File: src/rtl/core/bmfs_pkg.sv
// Shared types and constants for the binary masked frame sum block.
// Used by bmfs_lane, bmfs_out and binary_masked_frame_sum; depends on nothing.
`timescale 1ns / 1ps
`default_nettype none

package bmfs_pkg;

  localparam int PIX_W      = 32;
  localparam int GROUP_N    = 8;
  localparam int SUM_W      = 64;
  localparam int RES_LIMIT  = 4;     // at most four results per frame
  localparam int POS_W      = 11;    // group position inside a frame
  localparam int WIDX_W     = 9;     // mask word index field
  localparam int WIDE_W     = 13;    // room for frame word counts up to 4096
  localparam int GRP_W      = 15;    // room for group counts up to 16384
  localparam int FW_W       = 10;    // frame_words register
  localparam int AM_W       = 3;     // active_masks register
  localparam int CFG_IDX_W  = 1;
  localparam int CFG_DATA_W = 10;

  localparam logic [CFG_IDX_W-1:0] REG_FRAME_WORDS  = 1'b0;
  localparam logic [CFG_IDX_W-1:0] REG_ACTIVE_MASKS = 1'b1;

  localparam logic [FW_W-1:0] FRAME_WORDS_RESET  = 10'd512;
  localparam logic [AM_W-1:0] ACTIVE_MASKS_RESET = 3'd1;

  localparam logic OP_LOAD  = 1'b0;
  localparam logic OP_PIXEL = 1'b1;

  typedef logic [GROUP_N-1:0][PIX_W-1:0] pix_group_t;
  typedef logic [RES_LIMIT-1:0][SUM_W-1:0] sum_bank_t;

  // Control that travels with a pixel group through the lane stages.
  typedef struct packed {
    logic            valid;
    logic            frame_end;
    logic [AM_W-1:0] nm;
    logic [1:0]      shift;
    logic            word_ok;
  } ctl_t;

  // What the top level tells every lane in a cycle.
  typedef struct packed {
    logic            adv;
    logic [1:0]      s1_shift;
    logic            s1_word_ok;
    logic [AM_W-1:0] s1_nm;
    logic            s3_valid;
    logic            s3_end;
  } lane_ctl_t;

  // Hand-off of a finished frame to the result stage.
  typedef struct packed {
    logic            load;
    logic [AM_W-1:0] nm;
  } cap_t;

endpackage

`default_nettype wire

File: src/rtl/core/bmfs_out.sv
// Result bank: holds the sums of a finished frame and sends them out one beat per mask.
// Depends on bmfs_pkg.
`timescale 1ns / 1ps
`default_nettype none

module bmfs_out (
  input  wire logic                          clk,
  input  wire logic                          rst,
  input  wire bmfs_pkg::cap_t                cap,
  input  wire bmfs_pkg::sum_bank_t           sums,
  output logic                               free,
  output logic                               out_valid,
  input  wire logic                          out_stall,
  output logic [1:0]                         mask_number,
  output logic [bmfs_pkg::SUM_W-1:0]         masked_sum,
  output logic                               last_result
);

  bmfs_pkg::sum_bank_t        bank;
  logic                       busy;
  logic [1:0]                 idx;
  logic [bmfs_pkg::AM_W-1:0]  onum;
  logic                       take;

  assign out_valid   = busy;
  assign mask_number = idx;
  assign masked_sum  = bank[idx];
  assign last_result = ({1'b0, idx} == (onum - bmfs_pkg::AM_W'(1)));
  assign take        = busy && !out_stall;
  // The bank can take a new frame in the same cycle its last beat leaves.
  assign free        = !busy || (take && last_result);

  always_ff @(posedge clk) begin
    if (rst) begin
      busy <= 1'b0;
      idx  <= '0;
      onum <= bmfs_pkg::AM_W'(1);
    end else if (cap.load) begin
      busy <= 1'b1;
      idx  <= '0;
      onum <= cap.nm;
    end else if (take) begin
      if (last_result) begin
        busy <= 1'b0;
      end else begin
        idx <= idx + 2'd1;
      end
    end
  end

  always_ff @(posedge clk) begin
    if (cap.load) begin
      bank <= sums;
    end
  end

endmodule

`default_nettype wire

File: config.mk
export PLATFORM = sky130hd
export DESIGN_NAME = bmfs_out
export DESIGN_NICKNAME = d
export VERILOG_FILES = /design/src/rtl/core/bmfs_pkg.sv /design/src/rtl/core/bmfs_out.sv
export SDC_FILE = /design/constraint.sdc
export NUM_CORES = 1
export LEC_CHECK = 0
export ABC_AREA = 1
export BUFFER_PORTS_ARGS = -buffer_cell sky130_fd_sc_hd__buf_2
export CORE_MARGIN = 4
export CORE_UTILIZATION = 50
export CTS_BUF_LIST = sky130_fd_sc_hd__clkbuf_8 sky130_fd_sc_hd__clkbuf_16
export DETAILED_ROUTE_END_ITERATION = 7
export HOLD_SLACK_MARGIN = 0.1
export PLACE_DENSITY = 0.8
export SYNTH_ARGS = -nofsm -noshare
export SYNTH_HDL_FRONTEND = slang
export SYNTH_SLANG_ARGS = --single-unit
File: constraint.sdc
create_clock -name clk -period 1.8 [get_ports clk]
set_input_delay 0.45 -clock clk [delete_from_list [all_inputs] [get_ports clk]]
set_output_delay 0.45 -clock clk [all_outputs]
set_load 0.005 [all_outputs]
==> flow_summary.ini <==
[floorplan]
die_width_um = 148
fp-row-count = 50
io_pins = 332
fp.coreArea_sq_um = 19000
die_area_sq_um = 21900
die_y_um = 148
start_util_pct = 51.7

[final_layout]
area_growth_pct = 69.5
nFillCells = 736
seq_area_sq_um = 7820
drive_above_1_share_pct = 42.2
multi_input_area_sq_um = 2230
fin_nets = 1551
stdcell_area_sq_um = 16600

[clock_tree]
clockBufferDepth = 3
cts_tree = done
numCtsBuffers = 27
clk_latency_ns = 0.53
cts_sinks = 262
htreeDepth = 1
clkTransAtPathRegs_ns = 0.07
cts_root_buffer = clkbuf_16

[global_route]
grt_use_met3_pct = 7.54
grt_max_degree = 60
busiest_layer = met2
grt_use_total_pct = 32.3
grt.met2_usage_pct = 57.6
antenna_found_initial = 6
grt-ovfl-total = 0
use_met1_pct = 35.6
first_global_vias = 9497
grt_pass1_wl_um = 53800

[synth]
synth_seq_cells = 262
synth_area_leader_cell = edfxtp_1
ys_seq_area_share_pct = 79.7
synthesis.area_sq_um = 9800
synth_cell_types = 21
avgSynthCellArea_sq_um = 14.8
synth_area_leaders = edfxtp_1, nor2_1, o21ai_0, o22ai_1, o21ai_1
synth_top_cell_area_share_pct = 78.5
ys_warn_count = 0
netlist_instances = 664
syn_nets = 928

[sta]
fmax_mhz = 433
rsz0062_at_grt = yes
setup_viol = 67
slew_viol_final = 0
hold_viol_final = 0
period_needed_ns = 2.31
worst_hold_slack_ns = 0.106
setup_ws_ns = -0.509
clock_skew_ns = 0.00496
timing.final.crit_share_pct = 128
relSlewSlack_pct = 78.6
worst_slew_pin_slew_ns = 0.317

[job]
cap_viol_max_count = 0

[run_status]
violations = setup timing
status = complete, but fails checks

[worst_setup_path]
crit_family = buffers and inverters
path_depth = 6
end_kind = output port
worst_setup_path_start_kind = register
critPathKind = reg -> out
cp_data_arrival_time_ns = 1.86
reg2reg_depth = 9
path_max_fanout = 5
required_ns = 1.35
cp_slowest_stage_delay_ns = 0.36
path_cells = buf_6 > buf_8 > clkbuf_16 > o21ai_0 > o22ai_1 > buf_2
crit_buf_inv = 4
cpMaxStageDelayCell = dfxtp_4
r2r_setup_slack_ns = 0.06

[place]
gp_congestion = 0.851
place_ws_ns = 0.109
hpwl_um = 16900
port_buffers = 331
place_area_sq_um = 11800

[route]
avgViaCountPerCell = 5.83
drt-total-wl_um = 41900
drt_iter0_drc = 825
wire_per_inst_um = 26.6
vias = 9173
drc_errors = 0
ant_nets = 0
first_pass_iters = 5

[pwr]
pwr_density_cell_nw_per_um2 = 889
vdd_drop_max_uv = 899
leakagePower_nw = 6.66

[min_path]
hold_class = in -> reg
min_path_cells = 1
## cells in the mapped netlist
| cell | n |
|---|---|
| buf_6 | 12 |
| o21ai_1 | 49 |
| nor2_1 | 132 |
| edfxtp_1 | 256 |
| nand4_1 | 1 |
| o21ai_0 | 82 |
| o22ai_1 | 64 |
| inv_1 | 8 |
| xnor2_1 | 1 |
| buf_2 | 10 |
| nand3_1 | 2 |
| ha_1 | 1 |
| nand3_2 | 1 |
| nand2_1 | 10 |
| a21oi_1 | 5 |
| clkbuf_1 | 16 |
| xor2_1 | 1 |
| buf_4 | 4 |
| inv_4 | 1 |
| dfxtp_1 | 6 |
| inv_2 | 2 |
## where the power goes
group	internal [mW]	switching, mW	total (mW)
clock network	3.16	2.44	5.60
logic	0.928	0.770	1.70
registers	7.24	0.232	7.47
total	11.3	3.44	14.8
## what timing repair did
action,4_1_cts,5_1_grt
gates resized for setup,68,164
hold endpoints to repair,245,3
endpoints found under the setup margin,67,68
gates cloned,13,12
buffers inserted,9,4
pin swaps,7,36
hold buffers,245,3
## layout by cell type, fill, tap and decap left out, drive strengths merged
cell type,instances
clkinv,17
nor2,132
dfxtp,6
nand4,1
ha,1
inv,14
o21ai,131
nand3,3
dlygate4sd3,248
xor2,1
nand2,10
diode,6
xnor2,1
buf,375
clkinvlp,1
o22ai,64
bufbuf,1
bufinv,3
edfxtp,256
clkbuf,38
a21oi,5
## logic make-up (layout without fill, tap and decap cells)
kind of cell,Yosys count,after routing,share of synthesized area (%)
flip-flops,262,262,79.7
AO/OA/AOI/OAI,200,200,11.0
AND/OR/NAND/NOR,146,146,5.71
buffers and inverters,53,697,3.26
XOR/XNOR,2,2,0.179
adder cells (fa/ha/maj),1,1,0.128
other,0,6,0
## cell type report
class	count	area share [%]
timing repair buffer	635	31.8
clock buffer	27	4.07
timing repair inverter	1	0.0527
multi-input combinational	349	13.4
antenna	6	0.0904
tap	260	1.96
clock inverter	23	1.12
inverter	11	0.437
sequential	262	47.1
## per-stage QoR
stage / TNS (ns) / cells / power, mW / utilization [%]
2_1_floorplan: 0 / 664 / 7.71 / -
3_3_place_gp: 0 / 1232 / 8.34 / 62.3
3_5_place_dp: 0 / 1232 / 8.38 / 62.3
4_1_cts: -24.28 / 1549 / 14.3 / 82.8
5_1_grt: -29.12 / 1572 / 15.2 / 87.6
6_report: -25.56 / 1574 / 14.8 / 87.6
## final timing paths
kind | end | start
worst max-delay path | masked_sum[58] | mask_number[0]
worst max register to register | mask_number[1] | mask_number[0]
worst min register to register | onum[1] | onum[1]
worst min-delay path | bank[146] | sums[146]
## flip-flops by register name, summed over array words and instances, names as in the netlist
name,count
out_valid,1
mask_number,2
onum,3
bank,256
## per-layer routing
layer | routed length, um | part of all wire (%)
met4 | 3170 | 7.6
met1 | 13300 | 32
met3 | 4240 | 10
met5 | 17 | 0.041
met2 | 21100 | 50
Note: power is estimated with default switching activity, not from simulation.
